`config.mk`:
```
export PLATFORM = sky130hd
export DESIGN_NAME = strm_query
export DESIGN_NICKNAME = d
export VERILOG_FILES = /design/src/hw/rtl/strm_pkg.sv /design/src/hw/rtl/strm_query.sv
export SDC_FILE = /design/constraint.sdc
export NUM_CORES = 1
export LEC_CHECK = 0
export ABC_CLOCK_PERIOD_IN_PS = 9700
export BUFFER_PORTS_ARGS = -buffer_cell sky130_fd_sc_hd__buf_4
export CAP_MARGIN = 20
export CORE_MARGIN = 4
export CORE_UTILIZATION = 30
export DETAILED_ROUTE_END_ITERATION = 8
export SYNTH_ARGS = -nofsm -noshare
export SYNTH_HDL_FRONTEND = slang
export SYNTH_SLANG_ARGS = --single-unit
```
`constraint.sdc`:
```
create_clock -name i_clk -period 9.7 [get_ports i_clk]
set_input_delay 2.91 -clock i_clk [delete_from_list [all_inputs] [get_ports i_clk]]
set_output_delay 2.91 -clock i_clk [all_outputs]
set_load 0.01 [all_outputs]
```
`src/hw/rtl/strm_pkg.sv`:
```
// ----------------------------------------------------------------------------
// strm_pkg
// Shared types, constants and helpers of the sparse-table range-minimum engine.
// ----------------------------------------------------------------------------
package strm_pkg;

    localparam int MAX_ELEMENTS = 1024;
    localparam int LEVELS       = 11;

    localparam int KEY_W   = 32;
    localparam int TAG_W   = 16;
    localparam int PAIR_W  = KEY_W + TAG_W;
    localparam int LEFT_W  = 10;
    localparam int RIGHT_W = 11;

    localparam int POS_W  = $clog2(MAX_ELEMENTS);
    localparam int CNT_W  = $clog2(MAX_ELEMENTS + 1);
    localparam int LVL_W  = $clog2(LEVELS + 1);
    localparam int LOG_W  = $clog2(RIGHT_W);
    localparam int DEPTH  = LEVELS * MAX_ELEMENTS;
    localparam int ADDR_W = $clog2(DEPTH);

    localparam logic KIND_LOAD  = 1'b0;
    localparam logic KIND_QUERY = 1'b1;

    typedef logic [PAIR_W-1:0] t_pair;

    typedef struct packed {
        logic               kind;
        logic [KEY_W-1:0]   elem_key;
        logic [TAG_W-1:0]   elem_tag;
        logic               load_last;
        logic [LEFT_W-1:0]  range_left;
        logic [RIGHT_W-1:0] range_right;
    } t_in;

    typedef struct packed {
        logic [KEY_W-1:0] min_key;
        logic [TAG_W-1:0] min_tag;
        logic             range_error;
    } t_out;

    typedef struct packed {
        logic             built;
        logic [CNT_W-1:0] count;
    } t_status;

    typedef struct packed {
        logic [ADDR_W-1:0] addr_a;
        logic [ADDR_W-1:0] addr_b;
    } t_rd_req;

    typedef struct packed {
        logic              we;
        logic [ADDR_W-1:0] waddr;
        t_pair             wdata;
        logic [ADDR_W-1:0] raddr_a;
        logic [ADDR_W-1:0] raddr_b;
    } t_ram_req;

    // key first, then tag: plain compare of the packed pair
    function automatic t_pair pair_min(input t_pair a, input t_pair b);
        return (b < a) ? b : a;
    endfunction

    function automatic logic [ADDR_W-1:0] addr_of(input logic [LVL_W-1:0] lvl,
                                                  input logic [POS_W-1:0] pos);
        return ADDR_W'({lvl, pos});
    endfunction

    function automatic logic [LOG_W-1:0] floor_log2(input logic [RIGHT_W-1:0] v);
        logic [LOG_W-1:0] r;
        r = '0;
        for (int i = 0; i < RIGHT_W; i++) begin
            if (v[i]) r = LOG_W'(i);
        end
        return r;
    endfunction

endpackage

```
`src/hw/rtl/strm_query.sv`:
```
// ----------------------------------------------------------------------------
// strm_query
// Query path: range check, window addresses, minimum of the two reads.
// ----------------------------------------------------------------------------
module strm_query (
    input  logic              i_clk,
    input  logic              i_rst_n,
    input  strm_pkg::t_in     i_item,
    input  logic              i_accept,
    input  strm_pkg::t_status i_status,
    input  strm_pkg::t_pair   i_rdata_a,
    input  strm_pkg::t_pair   i_rdata_b,
    output strm_pkg::t_rd_req o_rd_req,
    output strm_pkg::t_out    o_result,
    output logic              o_valid
);

    logic [strm_pkg::RIGHT_W-1:0] len;
    logic [strm_pkg::LOG_W-1:0]   lg;
    logic [strm_pkg::RIGHT_W-1:0] span;
    logic [strm_pkg::RIGHT_W-1:0] pos_b;
    logic                         err;
    logic                         qry_acc;

    logic           r_q_valid;
    logic           r_q_err;
    logic           r_valid;
    strm_pkg::t_out r_result;
    strm_pkg::t_out n_result;
    strm_pkg::t_pair m;

    assign qry_acc = i_accept && (i_item.kind == strm_pkg::KIND_QUERY);
    assign len     = i_item.range_right - strm_pkg::RIGHT_W'(i_item.range_left);
    assign lg      = strm_pkg::floor_log2(len);
    assign span    = strm_pkg::RIGHT_W'(1) << lg;
    assign pos_b   = i_item.range_right - span;

    assign err = !i_status.built
              || (32'(i_item.range_left) >= 32'(i_item.range_right))
              || (32'(i_item.range_right) > 32'(i_status.count))
              || (32'(lg) >= strm_pkg::LEVELS);

    assign o_rd_req.addr_a = strm_pkg::addr_of(strm_pkg::LVL_W'(lg),
                                               strm_pkg::POS_W'(i_item.range_left));
    assign o_rd_req.addr_b = strm_pkg::addr_of(strm_pkg::LVL_W'(lg),
                                               pos_b[strm_pkg::POS_W-1:0]);

    always_ff @(posedge i_clk) begin
        if (!i_rst_n) begin
            r_q_valid <= 1'b0;
            r_valid   <= 1'b0;
        end else begin
            r_q_valid <= qry_acc;
            r_valid   <= r_q_valid;
        end
    end

    always_ff @(posedge i_clk) begin
        r_q_err  <= err;
        r_result <= n_result;
    end

    assign m = strm_pkg::pair_min(i_rdata_a, i_rdata_b);

    always_comb begin
        if (r_q_err) begin
            n_result             = '0;
            n_result.range_error = 1'b1;
        end else begin
            n_result.min_key     = m[strm_pkg::PAIR_W-1:strm_pkg::TAG_W];
            n_result.min_tag     = m[strm_pkg::TAG_W-1:0];
            n_result.range_error = 1'b0;
        end
    end

    assign o_result = r_result;
    assign o_valid  = r_valid;

`ifndef SYNTHESIS
    a_result_follows: assert property (@(posedge i_clk) disable iff (!i_rst_n)
        r_q_valid |=> o_valid)
        else $error("query read did not produce a result");
    a_error_zero: assert property (@(posedge i_clk) disable iff (!i_rst_n)
        o_valid && o_result.range_error |-> (o_result.min_key == '0)
                                          && (o_result.min_tag == '0))
        else $error("rejected query carries a nonzero pair");
`endif

endmodule

```
==> results of run 1 <==
-- per-layer routing --
metal / track usage [%] / up-vias / share of wire [%]
li1: - / 2480 / -
met1: 17.1 / 2086 / 43
met5: 0 / - / 0
met3: 3.32 / 10 / 8.5
met4: 3.33 / 0 / 1.1
met2: 25.4 / 161 / 48
-- area by class of cell --
| cell class | count | area (µm²) |
|---|---|---|
| Clock inverter | 3 | 27.5 |
| Fill cell | 1701 | 9390 |
| Multi-Input combinational cell | 446 | 3550 |
| Tap cell | 220 | 275 |
| Clock buffer | 5 | 125 |
| Timing Repair Buffer | 235 | 1760 |
| Inverter | 77 | 289 |
| Sequential cell | 52 | 1040 |
-- stage by stage --
stage / cell area (µm²) / total power, mW / hold WS [ns] / setup TNS, ns
global route: 7080 / 0.837 / 0.465 / -0.0122
global placement: 6800 / 0.584 / 0.416 / -0.0154
CTS: 7000 / 0.788 / 0.458 / 0
floorplan: 5020 / 0.444 / 0.392 / 0
detailed placement: 6800 / 0.585 / 0.438 / -0.000916
finish: 7080 / 0.784 / 0.452 / 0
-- what timing repair did --
| item | 4_1_cts | 5_1_grt |
|---|---|---|
| setup buffers | 4 | 2 |
| endpoints found under the setup margin | 2 | 4 |
| endpoints found under the hold margin | 0 | 0 |
| gates resized for setup | 3 | 12 |
| pin swaps | 1 | 7 |
-- synth_stat cells, drive strengths merged (7+ instances only) --
cell / number
clkbuf: 11
a31oi: 7
nand4: 12
dfxtp: 52
a21o: 10
inv: 77
buf: 24
a211oi: 8
nand2b: 105
ha: 78
nand2: 19
nand3: 13
o21ai: 28
a21oi: 35
nor2: 18
mux2i: 48
-- worst max-delay path by stage --
| stage | endpoint | slack (ns) | cells after the start |
|---|---|---|---|
| 6_report | o_rd_req[9] | 0.24 | 20 |
| 3_3_place_gp | o_rd_req[9] | -0.02 | 19 |
| 5_1_grt | o_rd_req[8] | -0.01 | 21 |
| 2_1_floorplan | o_rd_req[9] | 0.46 | 17 |
| 4_1_cts | o_rd_req[9] | 0.04 | 19 |
| 3_5_place_dp | o_rd_req[8] | -0.0009 | 21 |
-- sequential cells by signal, indices dropped and copies added (netlist names) --
register and count:
r_q_err 1, o_result 49, r_q_valid 1, o_valid 1
-- worst register-to-register path, delay by kind of cell, from the launching register on --
family,cells,cell delay (ns)
and+or+nand+nor,1,0.24
DFF,1,0.31
muxes,1,0.10
buffers and inverters,1,0.51
-- kinds of logic (layout without fill, tap and decap cells) --
| group | count (synthesis) | count (layout) | synth area share [%] |
|---|---|---|---|
| AND/OR/NAND/NOR | 199 | 199 | 23.5 |
| buffers and inverters | 112 | 320 | 10.2 |
| AO/OA/AOI/OAI | 108 | 108 | 13.5 |
| adder cells (fa/ha/maj) | 80 | 80 | 20.2 |
| flip-flops | 52 | 52 | 20.7 |
| multiplexers | 48 | 48 | 9.57 |
| XOR/XNOR | 11 | 11 | 2.34 |
-- power by group through the flow --
| stage | clock network, mW | registers (mW) | logic [mW] |
|---|---|---|---|
| finish | 0.192 | 0.238 | 0.355 |
| global route | 0.205 | 0.239 | 0.393 |
| CTS | 0.200 | 0.238 | 0.350 |
| detailed placement | 0 | 0.243 | 0.342 |
| global placement | 0 | 0.243 | 0.342 |
| floorplan | 0 | 0.253 | 0.191 |
==> flow_summary_export.csv, run 1 <==
group,metric,value,unit
status,status,"finished, final reports clean",
hold_path,holdPathEnd,"o_valid$_SDFF_PN0_",
synthesis,yosys-top-cells-area,"dfxtp_1 21%, ha_1 19%, nand2b_1 13%",
finish,finalNonFillerCells,1038,
clock_tree,cts_buffers,5,
drt,wl,14400,µm
worst_setup_path,cp_common_cell,"buf_4",
drt,wl_per_cell,13.8,µm
worst_setup_path,critPathTopFamily,"simple AND/OR/NAND/NOR gates",
synthesis,syn_inst,610,
synthesis,yosysWarningCount,0,
sta,final.setup_skew,0.00467,ns
placed_design,dp_cells,1024,
placed_design,place_congestion,0.820,
hold_path,holdPathStages,1,
run,cap_violations,0,
finish,mostFrequentLayoutCells,"235 x buf_4, 105 x nand2b_1, 77 x ha_1, 76 x inv_1, 51 x dfxtp_1",
worst_setup_path,critPathLaunchType,"input pin",
power_and_ir_drop,p_switching,268,µW
finish,area_delta_synth_final,40.9,%
placed_design,portBuffers,210,
clock_tree,ctsRootBufferMaster,"clkbuf_16",
die,core,16500,µm²
synthesis,netlist_area,5020,µm²
hold_path,worstHoldStart,"r_q_valid$_SDFF_PN0_",
placed_design,pre_cts_ws,-0.000916,ns
synthesis,yosys.area.top_type_share,20.7,%
drt,detail_route.iter0.violations,174,
finish,final_common_cell,"buf_4",
power_and_ir_drop,p_int,516,µW
die,dieArea,18900,µm²
power_and_ir_drop,peakVddDrop,71.5,µV
hold_path,hp-class,"flop to flop",
clock_tree,clk_pin_slew,0.08,ns
die,fp.dieW,137,µm
finish,antenna_cells,0,
global_routing,antenna_found_initial,0,
worst_setup_path,crit_buf_inv,4,
drt,drcViolationCount,0,
sta,fin_ws,0.237,ns
sta,hold_violations,0,
clock_tree,hold_buffers,0,
synthesis,synth_nets,872,
power_and_ir_drop,seqPwrFrac,30.3,%
drt,ant_nets,0,
sta,period_needed,9.46,ns
worst_setup_path,required,6.79,ns
sta,max_freq,106,MHz
synthesis,synth_edf_count,0,
synthesis,ys_async_sr_fraction,0,%
worst_setup_path,end_kind,"primary output",
global_routing,grt_max_degree,98,
worst_setup_path,r2r_end,"o_result[38]$_SDFF_PP0_",
global_routing,grt_pass1_vias,4515,
synthesis,synth.distinct_cells,60,
drt,vias_per_cell,4.56,
die,io-pin-count,260,
sta,fin_crit_sh,97.6,%
sta,worst_pin_slew,0.941,ns
drt,vias,4737,
worst_setup_path,startpoint,"i_item[0]",
worst_setup_path,critPathArrivalTime,6.55,ns
global_routing,grt_overflow_total,0,
finish,finalNetCount,1079,
power_and_ir_drop,p_leak,3.62,nW
die,die_h,137,µm
sta,final-setup-viol-count,0,
worst_setup_path,path_cells,"buf_4 -> inv_1 -> ha_1 -> fa_2 -> and2b_1 -> nor2_1 -> nor2_2 -> and3b_1 -> o32ai_1 -> buf_4 -> a21oi_1 -> or3b_1 -> ha_4 -> o211ai_1 -> a31oi_2 -> o21ai_1 -> nand2b_1 -> a31oi_1 -> xnor3_1 -> buf_4",
power_and_ir_drop,pwr-share-comb,45.2,%
synthesis,synth-main-ff-cell,"dfxtp_1",
sta,slew_viol_final,0,
die,initial_core_util,30.5,%
worst_setup_path,rrSetupSlack,8.37,ns
synthesis,syn_area_per_cell,8.23,µm²
sta,slew_headroom,37.2,%
worst_setup_path,r2r_cells,3,
finish,drive_above_1_share,32.8,%
synthesis,seq_area_frac_synth,20.7,%
power_and_ir_drop,swShare,34.2,%
placed_design,place_hpwl,11900,µm
synthesis,yosys.area.top_type,"dfxtp_1",
worst_setup_path,cpPeakStageDelay,0.41,ns
clock_tree,htreeDepth,2,
worst_setup_path,slowest_stage,"or3b_1",
global_routing,grtUsageTotal,14.2,%
global_routing,grt_pass1_wl,21600,µm
synthesis,synth_seq_cells,52,
clock_tree,clock_path_buffers,2,
worst_setup_path,reg2reg_from,"r_q_err$_DFF_P_",
clock_tree,clock_latency,0.30,ns
clock_tree,tritoncts,"yes",
drt,firstDrtPassIters,4,
worst_setup_path,path_max_fanout,4,
die,num_rows,47,
worst_setup_path,critical_path_class,"input pin to primary output",
finish,finish.utilization,43.0,%
power_and_ir_drop,clockPowerShare,24.5,%
clock_tree,clock-sinks,52,
power_and_ir_drop,power_density,111,nW/µm²
Note: power is estimated with default switching activity, not from simulation.
==> run 2, diff against run 1 <==
--- a/config.mk
+++ b/config.mk
@@ -11,6 +11,7 @@
 export CORE_MARGIN = 4
 export CORE_UTILIZATION = 30
 export DETAILED_ROUTE_END_ITERATION = 8
+export RECOVER_POWER = 50
 export SYNTH_ARGS = -nofsm -noshare
 export SYNTH_HDL_FRONTEND = slang
 export SYNTH_SLANG_ARGS = --single-unit
==> run 2 against run 1 <==
Effect of this change: the run now ends with max-capacitance violations, max-slew violations left; sequential power about the same; setup slack improved by 0.00085 ns; register-to-register slack got worse by 1.6 ns; non-clock buffer count unchanged; first-iteration DRC count increased by 11%; clock power about the same; clock skew about the same; sequential share of layout area increased by 0.43 points; critical path type unchanged; highest routed layer unchanged.
==> flow_summary_export.csv, run 2 (synthesized netlist as in run 1, its figures left out) <==
group,metric,value,unit
status,status,"complete, but fails checks",
status,violations,"max-capacitance violations, max-slew violations",
finish,finalNonFillerCells,1038,
sta,worst_pin_slew,2.81,ns
die,die_h,137,µm
sta,slew_headroom,-87.3,%
sta,whs,0.451,ns
finish,finish.utilization,41.7,%
power_and_ir_drop,peakVddDrop,71.5,µV
drt,firstDrtPassIters,4,
sta,hold_violations,0,
sta,fin_crit_sh,97.6,%
clock_tree,clock_latency,0.30,ns
worst_setup_path,critPathLaunchType,"input pin",
placed_design,place_hpwl,11900,µm
clock_tree,tritoncts,"yes",
clock_tree,htreeDepth,2,
die,fp.dieW,137,µm
clock_tree,ctsRootBufferMaster,"clkbuf_16",
finish,final_cell_area,6870,µm²
finish,mostFrequentLayoutCells,"181 x buf_4, 105 x nand2b_1, 77 x ha_1, 76 x inv_1, 52 x clkbuf_1",
drt,vias,4755,
placed_design,pre_cts_ws,-0.000916,ns
die,dieArea,18900,µm²
drt,wl,14400,µm
drt,vias_per_cell,4.58,
sta,final-setup-viol-count,0,
finish,final_common_cell,"buf_4",
die,io-pin-count,260,
clock_tree,hold_buffers,0,
placed_design,portBuffers,210,
worst_setup_path,rrSetupSlack,6.74,ns
clock_tree,clock_path_buffers,2,
global_routing,gr-usage-met2,25.4,%
hold_path,hp-class,"flop to flop",
run,cap_violations,2,
clock_tree,cts_buffers,5,
sta,fin_ws,0.237,ns
placed_design,place_congestion,0.820,
finish,area_delta_synth_final,36.9,%
global_routing,grt_max_degree,98,
clock_tree,clock-sinks,52,
global_routing,grt_pass1_wl,21600,µm
power_and_ir_drop,finalPower,773,µW
sta,setup-tns-final,0,ns
placed_design,dp_cells,1024,
sta,period_needed,9.46,ns
placed_design,place_area,6800,µm²
finish,drive_above_1_share,26.3,%
drt,wl_per_cell,13.9,µm
drt,drcViolationCount,0,
drt,ant_nets,0,
die,initial_core_util,30.5,%
power_and_ir_drop,power_density,112,nW/µm²
global_routing,grt_pass1_vias,4515,
finish,finalNetCount,1079,
global_routing,antenna_found_initial,0,
die,core,16500,µm²
drt,detail_route.iter0.violations,193,
sta,slew_viol_final,147,
global_routing,grtUsageMet1,17.1,%
global_routing,grtUsageTotal,14.2,%
worst_setup_path,required,6.79,ns
die,num_rows,47,
finish,antenna_cells,0,
worst_setup_path,critical_path_class,"input pin to primary output",
finish,largest_register_ffs,49,
worst_setup_path,critPathArrivalTime,6.55,ns
global_routing,gr-max-usage-layer,"met2",
power_and_ir_drop,p_leak,3.41,nW
sta,max_freq,106,MHz
global_routing,grtUsageMet3,3.32,%
worst_setup_path,path_max_fanout,4,
worst_setup_path,end_kind,"primary output",
global_routing,grt_overflow_total,0,
clock_tree,clk_pin_slew,0.08,ns
sta,final.setup_skew,0.00446,ns
## run 2: metal layers
metal | vias to the layer above | share of wire, %
met5 | - | 0
met4 | 0 | 1.4
met3 | 13 | 8.7
met2 | 165 | 48
met1 | 2095 | 42
li1 | 2482 | -
## run 2: what timing repair did
action / 4_1_cts / 5_1_grt
setup buffers: 4 / 2
pin swaps: 1 / 7
hold endpoints to repair: 0 / 0
resized for setup: 3 / 12
endpoints found under the setup margin: 2 / 4
cloned: 0 / 0
## run 2: where the power goes
group	total (mW)	switching, mW	internal, mW
sequential	0.238	0.00455	0.233
clock	0.191	0.0928	0.0983
combinational	0.344	0.169	0.175
total	0.773	0.267	0.506
## run 2: worst paths after layout
path              depth (start not counted)                 endpoint                 start
setup / recovery                         20              o_rd_req[9]             i_item[0]
hold / removal                            1       o_valid$_SDFF_PN0_  r_q_valid$_SDFF_PN0_
setup reg to reg                          3  o_result[38]$_SDFF_PP0_       r_q_err$_DFF_P_
hold reg to reg                           1       o_valid$_SDFF_PN0_  r_q_valid$_SDFF_PN0_
## run 2: worst max-delay path, cell delays in order
cell	delay [ns]
buf_4	0.08
inv_1	0.04
ha_1	0.20
fa_2	0.36
and2b_1	0.24
nor2_1	0.08
nor2_2	0.11
and3b_1	0.19
o32ai_1	0.28
buf_4	0.18
a21oi_1	0.10
or3b_1	0.41
ha_4	0.25
o211ai_1	0.14
a31oi_2	0.17
o21ai_1	0.15
nand2b_1	0.09
a31oi_1	0.18
xnor3_1	0.25
buf_4	0.16
## run 2: area by class of cell
cell class | count | area, µm²
fill | 1750 | 9590
clock inverter | 3 | 27.5
sequential | 52 | 1040
timing repair buffer | 235 | 1570
tap | 220 | 275
inverter | 77 | 289
multi-input combinational | 446 | 3550
clock buffer | 5 | 125
