**config.mk**
```make
export PLATFORM = sky130hd
export DESIGN_NAME = strm_ctrl
export DESIGN_NICKNAME = d
export VERILOG_FILES = /design/src/hw/rtl/strm_pkg.sv /design/src/hw/rtl/strm_ctrl.sv
export SDC_FILE = /design/constraint.sdc
export NUM_CORES = 1
export LEC_CHECK = 0
export BUFFER_PORTS_ARGS = -buffer_cell sky130_fd_sc_hd__clkbuf_2
export CAP_MARGIN = 10
export CELL_PAD_IN_SITES_DETAIL_PLACEMENT = 2
export CELL_PAD_IN_SITES_GLOBAL_PLACEMENT = 2
export CORE_MARGIN = 1.5
export CORE_UTILIZATION = 25
export CTS_CLUSTER_DIAMETER = 50
export DETAILED_ROUTE_END_ITERATION = 6
export GPL_ROUTABILITY_DRIVEN = 0
export PLACE_DENSITY_LB_ADDON = 0.25
export REMOVE_ABC_BUFFERS = 1
export SYNTH_ARGS = -nofsm -noshare
export SYNTH_HDL_FRONTEND = slang
export SYNTH_SLANG_ARGS = --single-unit
```
**constraint.sdc**
```tcl
create_clock -name i_clk -period 4.65 [get_ports i_clk]
set_input_delay 0.93 -clock i_clk [delete_from_list [all_inputs] [get_ports i_clk]]
set_output_delay 0.93 -clock i_clk [all_outputs]
set_load 0.005 [all_outputs]
```
**src/hw/rtl/strm_pkg.sv**
```systemverilog
// ----------------------------------------------------------------------------
// strm_pkg
// Shared types, constants and helpers of the sparse-table range-minimum engine.
// ----------------------------------------------------------------------------
package strm_pkg;

    localparam int MAX_ELEMENTS = 1024;
    localparam int LEVELS       = 11;

    localparam int KEY_W   = 32;
    localparam int TAG_W   = 16;
    localparam int PAIR_W  = KEY_W + TAG_W;
    localparam int LEFT_W  = 10;
    localparam int RIGHT_W = 11;

    localparam int POS_W  = $clog2(MAX_ELEMENTS);
    localparam int CNT_W  = $clog2(MAX_ELEMENTS + 1);
    localparam int LVL_W  = $clog2(LEVELS + 1);
    localparam int LOG_W  = $clog2(RIGHT_W);
    localparam int DEPTH  = LEVELS * MAX_ELEMENTS;
    localparam int ADDR_W = $clog2(DEPTH);

    localparam logic KIND_LOAD  = 1'b0;
    localparam logic KIND_QUERY = 1'b1;

    typedef logic [PAIR_W-1:0] t_pair;

    typedef struct packed {
        logic               kind;
        logic [KEY_W-1:0]   elem_key;
        logic [TAG_W-1:0]   elem_tag;
        logic               load_last;
        logic [LEFT_W-1:0]  range_left;
        logic [RIGHT_W-1:0] range_right;
    } t_in;

    typedef struct packed {
        logic [KEY_W-1:0] min_key;
        logic [TAG_W-1:0] min_tag;
        logic             range_error;
    } t_out;

    typedef struct packed {
        logic             built;
        logic [CNT_W-1:0] count;
    } t_status;

    typedef struct packed {
        logic [ADDR_W-1:0] addr_a;
        logic [ADDR_W-1:0] addr_b;
    } t_rd_req;

    typedef struct packed {
        logic              we;
        logic [ADDR_W-1:0] waddr;
        t_pair             wdata;
        logic [ADDR_W-1:0] raddr_a;
        logic [ADDR_W-1:0] raddr_b;
    } t_ram_req;

    // key first, then tag: plain compare of the packed pair
    function automatic t_pair pair_min(input t_pair a, input t_pair b);
        return (b < a) ? b : a;
    endfunction

    function automatic logic [ADDR_W-1:0] addr_of(input logic [LVL_W-1:0] lvl,
                                                  input logic [POS_W-1:0] pos);
        return ADDR_W'({lvl, pos});
    endfunction

    function automatic logic [LOG_W-1:0] floor_log2(input logic [RIGHT_W-1:0] v);
        logic [LOG_W-1:0] r;
        r = '0;
        for (int i = 0; i < RIGHT_W; i++) begin
            if (v[i]) r = LOG_W'(i);
        end
        return r;
    endfunction

endpackage

```
**src/hw/rtl/strm_ctrl.sv**
```systemverilog
// ----------------------------------------------------------------------------
// strm_ctrl
// Load bookkeeping, level build sequencer and memory port arbitration.
// ----------------------------------------------------------------------------
module strm_ctrl (
    input  logic               i_clk,
    input  logic               i_rst_n,
    input  strm_pkg::t_in      i_item,
    input  logic               i_accept,
    input  strm_pkg::t_rd_req  i_qry_req,
    input  strm_pkg::t_pair    i_rdata_a,
    input  strm_pkg::t_pair    i_rdata_b,
    output logic               o_busy,
    output strm_pkg::t_status  o_status,
    output strm_pkg::t_ram_req o_ram
);

    localparam logic [1:0] ST_IDLE  = 2'd0;
    localparam logic [1:0] ST_CHECK = 2'd1;
    localparam logic [1:0] ST_BUILD = 2'd2;

    logic [1:0]                  r_state, n_state;
    logic [strm_pkg::CNT_W-1:0]  r_count, n_count;
    logic                        r_built, n_built;
    logic [strm_pkg::LVL_W-1:0]  r_lvl, n_lvl;
    logic [strm_pkg::POS_W-1:0]  r_idx, n_idx;
    logic                        r_wr_pend, n_wr_pend;
    logic [strm_pkg::ADDR_W-1:0] r_wr_addr, n_wr_addr;

    logic                        load_acc;
    logic [strm_pkg::CNT_W-1:0]  base;
    logic                        room;
    logic [strm_pkg::CNT_W:0]    span;
    logic [strm_pkg::CNT_W:0]    half;
    logic [strm_pkg::CNT_W:0]    last_idx;
    logic [strm_pkg::ADDR_W-1:0] bld_addr_a;
    logic [strm_pkg::ADDR_W-1:0] bld_addr_b;

    assign load_acc = i_accept && (i_item.kind == strm_pkg::KIND_LOAD);
    assign base     = r_built ? '0 : r_count;
    assign room     = 32'(base) < strm_pkg::MAX_ELEMENTS;
    assign span     = (strm_pkg::CNT_W + 1)'(1) << r_lvl;
    assign half     = span >> 1;
    assign last_idx = {1'b0, r_count} - span;

    // level d entry i is the min of level d-1 entries i and i + 2^(d-1)
    assign bld_addr_a = strm_pkg::addr_of(r_lvl - strm_pkg::LVL_W'(1), r_idx);
    assign bld_addr_b = strm_pkg::addr_of(r_lvl - strm_pkg::LVL_W'(1),
                                          r_idx + half[strm_pkg::POS_W-1:0]);

    always_comb begin
        n_state   = r_state;
        n_count   = r_count;
        n_built   = r_built;
        n_lvl     = r_lvl;
        n_idx     = r_idx;
        n_wr_pend = 1'b0;
        n_wr_addr = strm_pkg::addr_of(r_lvl, r_idx);
        unique case (r_state)
            ST_IDLE: begin
                if (load_acc) begin
                    n_built = 1'b0;
                    n_count = room ? base + strm_pkg::CNT_W'(1) : base;
                    if (i_item.load_last) begin
                        n_state = ST_CHECK;
                        n_lvl   = strm_pkg::LVL_W'(1);
                    end
                end
            end
            ST_CHECK: begin
                // doubles as the gap that lets the last write of a level land
                if ((32'(r_lvl) >= strm_pkg::LEVELS) || (span > {1'b0, r_count})) begin
                    n_built = 1'b1;
                    n_state = ST_IDLE;
                end else begin
                    n_idx   = '0;
                    n_state = ST_BUILD;
                end
            end
            ST_BUILD: begin
                n_wr_pend = 1'b1;
                if (r_idx == last_idx[strm_pkg::POS_W-1:0]) begin
                    n_lvl   = r_lvl + strm_pkg::LVL_W'(1);
                    n_state = ST_CHECK;
                end else begin
                    n_idx = r_idx + strm_pkg::POS_W'(1);
                end
            end
            default: begin
                n_state = ST_IDLE;
            end
        endcase
    end

    always_ff @(posedge i_clk) begin
        if (!i_rst_n) begin
            r_state   <= ST_IDLE;
            r_count   <= '0;
            r_built   <= 1'b0;
            r_lvl     <= '0;
            r_idx     <= '0;
            r_wr_pend <= 1'b0;
        end else begin
            r_state   <= n_state;
            r_count   <= n_count;
            r_built   <= n_built;
            r_lvl     <= n_lvl;
            r_idx     <= n_idx;
            r_wr_pend <= n_wr_pend;
        end
    end

    always_ff @(posedge i_clk) begin
        r_wr_addr <= n_wr_addr;
    end

    always_comb begin
        o_ram.we      = r_wr_pend || (load_acc && room);
        if (r_wr_pend) begin
            o_ram.waddr = r_wr_addr;
            o_ram.wdata = strm_pkg::pair_min(i_rdata_a, i_rdata_b);
        end else begin
            o_ram.waddr = strm_pkg::addr_of('0, base[strm_pkg::POS_W-1:0]);
            o_ram.wdata = {i_item.elem_key, i_item.elem_tag};
        end
        if (r_state == ST_IDLE) begin
            o_ram.raddr_a = i_qry_req.addr_a;
            o_ram.raddr_b = i_qry_req.addr_b;
        end else begin
            o_ram.raddr_a = bld_addr_a;
            o_ram.raddr_b = bld_addr_b;
        end
    end

    assign o_busy         = r_state != ST_IDLE;
    assign o_status.built = r_built;
    assign o_status.count = r_count;

`ifndef SYNTHESIS
    a_pend_in_build: assert property (@(posedge i_clk) disable iff (!i_rst_n)
        r_wr_pend |-> (r_state != ST_IDLE))
        else $error("level write pending while idle");
    a_count_bound: assert property (@(posedge i_clk) disable iff (!i_rst_n)
        32'(r_count) <= strm_pkg::MAX_ELEMENTS)
        else $error("element count past capacity");
    a_build_unbuilt: assert property (@(posedge i_clk) disable iff (!i_rst_n)
        (r_state == ST_BUILD) |-> !r_built)
        else $error("table marked built during level build");
`endif

endmodule

```
==> results of run 1 <==
layout make-up:
cell class | instances | area, um2
flip-flops and latches | 43 | 866
clock buffers | 6 | 129
clock inverters | 2 | 60.1
diodes | 1 | 2.50
repair buffers | 300 | 1600
multi-input cells | 741 | 5080
inverters | 93 | 349
well taps | 330 | 413
fillers | 3118 | 16900
state kept, by name, summed over array words and instances (netlist names):
signal,count
r_lvl,4
r_wr_pend,1
r_state,2
r_built,1
r_idx,10
r_count,11
r_wr_addr,14
power groups by stage:
stage               Sequential [uW]  Clock, uW  Combinational, uW
floorplan                       427          0                464
global placement                421          0                849
detailed placement              422          0                869
CTS                             414        481                876
global route                    418        495                965
finish                          414        472                862
worst max-delay path, stage by stage:
cell,delay [ns]
clkbuf_2,0.11
inv_1,0.04
ha_1,0.32
a2111oi_0,0.41
o21ai_0,0.18
a31o_2,0.27
a21oi_1,0.20
buf_4,0.16
o21a_1,0.16
buf_12,0.25
nand4_1,0.16
nand3_1,0.14
clkbuf_2,0.14
final timing paths:
path | from | end | slack [ns] | cells past startpoint
worst max-delay path | i_rdata_a[43] | o_ram[50] | 0.21 | 13
worst min-delay path | r_lvl[1]$_SDFFE_PN0P_ | r_wr_addr[11]$_DFF_P_ | 0.44 | 0
worst max register to register | r_lvl[0]$_SDFFE_PN0P_ | r_idx[9]$_SDFFE_PN0P_ | 0.69 | 13
worst min register to register | r_lvl[1]$_SDFFE_PN0P_ | r_wr_addr[11]$_DFF_P_ | 0.44 | 0
cell usage in the layout, fill, tap and decap left out, types with 4 or more instances in the layout:
master and instances:
ha_1 90, inv_1 91, a211oi_1 6, a21oi_1 50, nor3_1 8, o21ai_0 49, xor2_1 13, and2_1 10
dfxtp_1 41, a21o_1 17, or3_1 4, or4_1 4, nand2_1 57, and3_1 6, xnor2_1 14, a31oi_1 54
nand3_1 111, nand4_1 62, mux2_2 11, buf_12 4, o211ai_1 5, buf_4 16, nor2_1 38, clkbuf_16 5
o31ai_1 10, nand2b_1 11, o21a_1 4, nor2b_1 55, clkbuf_2 280, nor4_1 6
metrics by stage:
step	util (%)	cells	setup slack, ns	hold WS, ns	TNS, ns
4_1_cts	33.4	1515	0.180	0.441	0
3_5_place_dp	32.7	1507	0.245	0.433	0
3_3_place_gp	32.7	1507	0.321	0.426	0
5_1_grt	33.5	1515	0.0318	0.454	0
2_1_floorplan	-	877	-1.05	0.390	-54.42
6_report	33.5	1516	0.214	0.438	0
logic make-up after synthesis:
kind of cell / synth area share, %
simple gates: 31.1
compound gates: 22.3
buf+inv: 9.31
fa+ha+maj: 18.3
flops: 13.2
xor+xnor: 3.63
mux: 2.21
per-layer routing:
layer	track usage, %	wire (um)	up-vias
met4	3.48	387	0
met1	25.9	12700	3929
li1	-	-	3894
met3	3.44	1810	22
met2	39.0	14500	225
met5	0	0	-
==> reports/metrics.yaml, run 1 <==
power_and_ir_drop:
  p_comb_share_pct: 49.3
  swShare_pct: 38.9
  p_leak_uw: 0.00415
  p_sw_uw: 679
  p_int_uw: 1070
  p_per_area_nw_per_um2: 206
  totalPowerFinal_uw: 1750
  clkPwrFrac_pct: 27.0
  peakVddDrop_uv: 187
  pwr-share-seq_pct: 23.7
routing:
  viasPerCell: 5.32
  wl_per_cell_um: 19.4
  routed-via-count: 8070
  drt-initial-drc-count: 379
  firstDrtPassIters: 4
  routed_wirelength_um: 29500
  ant_nets: 0
  drc_errors: 0
synth:
  ys_ff_latch: 43
  ys_types: 65
  synth_common_cells: "nand3_1 (111), ha_1 (92), inv_1 (92)"
  synth_top_area_cell: "ha_1"
  synth_enable_flop_cells: 0
  yosysMostFrequentCell: "nand3_1"
  postSynth.asyncResetShare_pct: 0
  syn_avg_cell_area_um2: 6.94
  synthesis.area_um2: 6520
  synth.top_cell.area_share_pct: 17.7
  ys.flop_type: "dfxtp_1"
  synthTopCellsByArea: "ha_1 (18%), dfxtp_1 (13%), nand3_1 (8.5%), nand4_1 (5.9%), inv_1 (5.3%)"
  yosysWarnings: 0
  netlist_instances: 939
  yosysSeqAreaShare_pct: 13.2
sta:
  finalCritPeriodShare_pct: 95.4
  fin_worst_skew_ns: 0.00424
  worstMarginPinSlew_ns: 0.982
  fmax_mhz: 225
  slew_headroom_pct: 34.5
  drv_slew: 0
  rsz0062_at_grt: "no"
  period_needed_ns: 4.44
  setup_viol: 0
  final-hold-violation-count: 0
clocking:
  clkTransAtPathRegs_ns: 0.06
  cts.path.max_buffers: 2
  root_buffer: "clkbuf_16"
  numCtsBuffers: 5
  ctsHoldBuffers: 0
  post_cts_resized: 0
  post-cts-setup-buffers: 0
  clkSinkCount: 43
  clk_latency_ns: 0.30
  cts_tree: "built"
  h-tree-depth: 2
floorplanning:
  ios: 302
  rows: 58
  fp.dieH_um: 164
  die_area_um2: 27100
  start_util_pct: 25.7
  coreArea_um2: 25400
  die_w_um: 164
global_routing:
  grt_pass1_wl_um: 45600
  grt_pass1_vias: 8266
  grt-ovfl-total: 0
  grt_max_degree: 93
  grt_use_total_pct: 21.1
  grt_antenna_before_repair: 2
critical_path:
  critPathKind: "input port to primary output"
  worstPathArrival_ns: 3.51
  critical_path_required_ns: 3.72
  cp-start-kind: "input port"
  worstPathMaxFanout: 48
  end_kind: "primary output"
layout:
  drive_gt1_share_pct: 28.5
  final_cell_area_um2: 8500
  syn2layout_area_growth_pct: 30.4
  final_nets: 1476
hold_path:
  hold_path_class: "flop to flop"
run:
  cap_violations: 0
placed_design:
  dp.final_hpwl_um: 24000
  place.port_buffers: 280
  placed_cell_area_um2: 8310
status:
  status: "finished clean"
No activity file was read; power rests on OpenSTA's default activity.
==> inputs of run 2 (changes only) <==
--- a/config.mk
+++ b/config.mk
@@ -15,6 +15,7 @@
 export DETAILED_ROUTE_END_ITERATION = 6
 export GPL_ROUTABILITY_DRIVEN = 0
 export PLACE_DENSITY_LB_ADDON = 0.25
+export RECOVER_POWER = 50
 export REMOVE_ABC_BUFFERS = 1
 export SYNTH_ARGS = -nofsm -noshare
 export SYNTH_HDL_FRONTEND = slang
==> reports/metrics.yaml, run 2 (synthesis gave the netlist of run 1 again) <==
sta:
  tns_ns: 0
  setup_viol: 0
  worstMarginPinSlew_ns: 2.06
  fmax_mhz: 223
  slew_headroom_pct: -37.0
  period_needed_ns: 4.48
  rsz0062_at_grt: "no"
  fin_worst_skew_ns: 0.00401
  finalCritPeriodShare_pct: 96.4
  drv_slew: 142
  final-hold-violation-count: 0
global_routing:
  grt_pass1_wl_um: 45600
  grt-ovfl-total: 0
  grt_use_total_pct: 21.1
  use_met3_pct: 3.44
  grt_use_met2_pct: 39.0
  use_met1_pct: 25.9
  grt_pass1_vias: 8266
  grt.busiest_layer: "met2"
  grt_antenna_before_repair: 2
  grt_max_degree: 93
layout:
  drive_gt1_share_pct: 25.6
  final_cell_area_um2: 8440
  layout_common_cells: "clkbuf_2 (253), nand3_1 (111), inv_1 (91), ha_1 (91), nand4_1 (62)"
  top_regs: "r_wr_addr: 14 flops, r_count: 11 flops, r_idx: 10 flops"
  final_nets: 1476
  regMostFlops: "r_wr_addr"
  syn2layout_area_growth_pct: 29.4
  seq_area_um2: 863
  largest_reg_flops: 14
  final_common_cell: "clkbuf_2"
  multi_input_area_um2: 5080
  nFillCells: 3134
clocking:
  clkTransAtPathRegs_ns: 0.06
  h-tree-depth: 2
  cts_tree: "built"
  numCtsBuffers: 5
  clk_latency_ns: 0.30
  root_buffer: "clkbuf_16"
  post-cts-setup-buffers: 0
  clkSinkCount: 43
  ctsHoldBuffers: 0
  post_cts_resized: 0
  cts.path.max_buffers: 2
floorplanning:
  rows: 58
  start_util_pct: 25.7
  ios: 302
  die_area_um2: 27100
  coreArea_um2: 25400
  fp.dieH_um: 164
  die_w_um: 164
power_and_ir_drop:
  p_int_uw: 1060
  p_per_area_nw_per_um2: 206
  p_comb_share_pct: 49.0
  p_sw_uw: 677
  peakVddDrop_uv: 187
  pwr-share-seq_pct: 23.8
  clkPwrFrac_pct: 27.1
  p_leak_uw: 0.00403
  swShare_pct: 39.0
critical_path:
  cp_top_family: "compound AO/OA/AOI/OAI gates"
  cp_slowest_cell: "a2111oi_0"
  cpPeakStageDelay_ns: 0.41
  end_kind: "primary output"
  worstPathMaxFanout: 48
  cp-start-kind: "input port"
  crit_buf_inv: 5
  critical_path_required_ns: 3.72
  critPathKind: "input port to primary output"
  worstPathArrival_ns: 3.55
  cpMostUsedCell: "clkbuf_2"
  crit_chain: "clkbuf_2 -> inv_1 -> ha_1 -> a2111oi_0 -> o21ai_0 -> a31o_2 -> a21oi_1 -> buf_4 -> o21a_1 -> buf_12 -> nand4_1 -> nand3_1 -> clkbuf_2"
placed_design:
  place.port_buffers: 280
  placed_cell_area_um2: 8310
  dp.final_hpwl_um: 24000
run:
  cap_violations: 2
routing:
  wl_per_cell_um: 19.4
  drt-initial-drc-count: 415
  routed-via-count: 8040
  drc_errors: 0
  viasPerCell: 5.30
  ant_nets: 0
  routed_wirelength_um: 29400
  firstDrtPassIters: 4
status:
  violations: "max-capacitance violations, max-slew violations"
  status: "complete, but fails checks"
hold_path:
  hold_path_class: "flop to flop"
## run 2: cell count changes in the layout (fill, tap and decap cells not counted)
cell | before | now
dfxtp_2 | 1 | 2
clkbuf_2 | 280 | 253
and2_1 | 10 | 8
ha_1 | 90 | 91
buf_4 | 16 | 9
clkbuf_1 | 1 | 35
dfxtp_4 | 1 | 0
and2_0 | 0 | 2
ha_2 | 2 | 1
## run 2: power groups by stage
stage	logic, uW	registers [uW]	clock network [uW]
after detailed placement	869	422	0
after floorplan	464	427	0
final	852	414	471
after CTS	876	414	481
after global placement	849	421	0
after global routing	956	418	495
## run 2: layout make-up
class | instances | area share, %
antenna | 1 | 0.0297
clock buffer | 6 | 1.53
clock inverter | 2 | 0.712
inverter | 93 | 4.14
multi-input combinational | 741 | 60.2
sequential | 43 | 10.2
tap | 330 | 4.89
timing repair buffer | 300 | 18.3
## run 2: per-layer routing
metal	wire [um]	share of wire, %
met5	0	0
met4	372	1.3
met3	1670	5.7
met2	14600	50
met1	12800	43
## run 2: through the flow
step	total power (uW)	setup WS (ns)	std cells	hold WS, ns	utilization [%]
after floorplan	891	-1.05	877	0.390	-
after global placement	1270	0.321	1507	0.426	32.7
after detailed placement	1290	0.245	1507	0.433	32.7
after CTS	1770	0.180	1515	0.441	33.4
after global routing	1870	0.0293	1515	0.454	33.2
final	1740	0.167	1516	0.440	33.2
## run 2: path summary, 6_finish.rpt
path | startpoint | to | slack, ns | cells past startpoint
min | r_lvl[1]$_SDFFE_PN0P_ | r_wr_addr[11]$_DFF_P_ | 0.44 | 0
max reg2reg | r_lvl[3]$_SDFFE_PN0P_ | r_idx[9]$_SDFFE_PN0P_ | 0.58 | 13
min reg2reg | r_lvl[1]$_SDFFE_PN0P_ | r_wr_addr[11]$_DFF_P_ | 0.44 | 0
max | i_rdata_a[43] | o_ram[50] | 0.17 | 13
==> inputs of run 3 (changes only) <==
--- a/config.mk
+++ b/config.mk
@@ -5,10 +5,11 @@
 export SDC_FILE = /design/constraint.sdc
 export NUM_CORES = 1
 export LEC_CHECK = 0
-export BUFFER_PORTS_ARGS = -buffer_cell sky130_fd_sc_hd__clkbuf_2
+export BUFFER_PORTS_ARGS = -buffer_cell sky130_fd_sc_hd__buf_4
 export CAP_MARGIN = 10
 export CELL_PAD_IN_SITES_DETAIL_PLACEMENT = 2
 export CELL_PAD_IN_SITES_GLOBAL_PLACEMENT = 2
+export CORE_ASPECT_RATIO = 1.5
 export CORE_MARGIN = 1.5
 export CORE_UTILIZATION = 25
 export CTS_CLUSTER_DIAMETER = 50
==> reports/metrics.yaml, run 3 (synthesis gave the netlist of run 1 again) <==
global_routing:
  grt-ovfl-total: 0
  grt_pass1_vias: 8733
  grt_max_degree: 70
  grt_pass1_wl_um: 47100
  grt_antenna_before_repair: 0
  grt_use_total_pct: 22.0
layout:
  top_regs: "r_wr_addr: 14 flops, r_count: 11 flops, r_idx: 10 flops"
  final_common_cell: "buf_4"
  layout_common_cells: "buf_4 (299), nand3_1 (111), inv_1 (91)"
  regMostFlops: "r_wr_addr"
  drive_gt1_share_pct: 28.8
  num_antenna_cells: 0
  syn2layout_area_growth_pct: 41.6
  finalNonFillerCells: 1522
  final_nets: 1480
  nFillCells: 3080
  largest_reg_flops: 14
sta:
  setup_viol: 0
  final-hold-violation-count: 0
  fin_worst_skew_ns: 0.00498
  drv_slew: 0
  rsz0062_at_grt: "yes"
  fmax_mhz: 225
  finalCritPeriodShare_pct: 95.6
  worstMarginPinSlew_ns: 0.652
  slew_headroom_pct: 56.1
  period_needed_ns: 4.44
  worst_slack_ns: 0.205
power_and_ir_drop:
  peakVddDrop_uv: 189
  p_leak_uw: 0.00436
  p_per_area_nw_per_um2: 196
critical_path:
  r2r_start: "r_lvl[2]$_SDFFE_PN0P_"
  critical_path_required_ns: 3.72
  cp_slowest_cell: "dfxtp_2"
  crit_start: "r_lvl[0]$_SDFFE_PN0P_"
  cp_top_family: "compound AO/OA/AOI/OAI gates"
  crit_chain: "inv_1 -> ha_1 -> nand2_1 -> inv_1 -> ha_1 -> a21o_1 -> a21o_1 -> a211oi_1 -> o21bai_1 -> a31oi_1 -> o21bai_1 -> xor2_1 -> a21oi_1 -> buf_4"
  worstPathMaxFanout: 9
  r2r_cells: 13
  crit_buf_inv: 3
  cpPeakStageDelay_ns: 0.42
  end_kind: "primary output"
  cp.depth: 14
  worstPathArrival_ns: 3.51
  critPathKind: "flop to primary output"
  cp-start-kind: "flop"
routing:
  routed_wirelength_um: 30700
  wl_per_cell_um: 20.1
  viasPerCell: 5.34
  firstDrtPassIters: 4
  drc_errors: 0
  drt-initial-drc-count: 201
  ant_nets: 0
  routed-via-count: 8133
floorplanning:
  rows: 72
  coreArea_um2: 25700
  die_area_um2: 27100
  start_util_pct: 25.4
  fp.dieH_um: 201
  die_w_um: 135
  ios: 302
clocking:
  post-cts-setup-buffers: 0
  cts_tree: "built"
  root_buffer: "clkbuf_16"
  numCtsBuffers: 5
  clk_latency_ns: 0.30
  clkTransAtPathRegs_ns: 0.07
  h-tree-depth: 2
  clkSinkCount: 43
  cts.path.max_buffers: 2
  ctsHoldBuffers: 0
hold_path:
  hold_path_class: "flop to flop"
  hold_path_depth: 0
  min_from: "r_lvl[1]$_SDFFE_PN0P_"
run:
  cap_violations: 0
placed_design:
  dp.final_hpwl_um: 24800
  place.port_buffers: 280
  pre_cts_ws_ns: 0.251
  post-place-cells: 1514
status:
  status: "finished clean"
-- run 3: changes by cell type in the layout (fill, tap and decap cells not counted), moves of 2 or more --
cell	delta
clkbuf_2	-253
and2_0	-2
buf_4	+290
clkbuf_1	-35
and2_1	+2
-- run 3: through the flow --
stage | total power, uW | utilization, % | setup TNS, ns | hold WS, ns | area [um2]
floorplan | 891 | - | -54.42 | 0.390 | 6260
global placement | 1370 | 35.3 | 0 | 0.425 | 9050
detailed placement | 1390 | 35.3 | 0 | 0.429 | 9050
CTS | 1840 | 35.9 | 0 | 0.438 | 9230
global route | 1930 | 36.0 | -0.0292 | 0.450 | 9230
finish | 1810 | 36.0 | 0 | 0.435 | 9230
-- run 3: timing repair --
action / CTS / global route
pin swaps: 0 / 1
resized for setup: 1 / 2
endpoints found under the setup margin: 1 / 2
cloned: 0 / 0
-- run 3: layer usage --
metal,track usage [%],share of wire [%],wire length (um)
met2,44.3,55,16700
met3,1.82,3.5,1070
met5,0,0,0
met4,9.49,4.0,1230
met1,22.6,38,11600
-- run 3: worst paths after layout --
path,to,slack (ns)
setup / recovery,o_ram[9],0.21
hold / removal,r_wr_addr[11]$_DFF_P_,0.43
setup reg to reg,r_state[0]$_SDFFE_PN0P_,0.70
hold reg to reg,r_wr_addr[11]$_DFF_P_,0.43
-- run 3: final cells by class --
cell class	count	area, um2	area share [%]
clock buffer	6	139	1.50
multi-input combinational	741	5080	55.0
clock inverter	2	35.0	0.380
timing repair buffer	304	2340	25.4
inverter	93	349	3.78
tap	333	417	4.51
sequential	43	866	9.38
-- run 3: power by group --
part / internal [uW] / total, uW / switching [uW]
Clock: 268 / 434 / 167
Combinational: 465 / 962 / 498
Sequential: 388 / 415 / 27.5
Total: 1120 / 1810 / 692
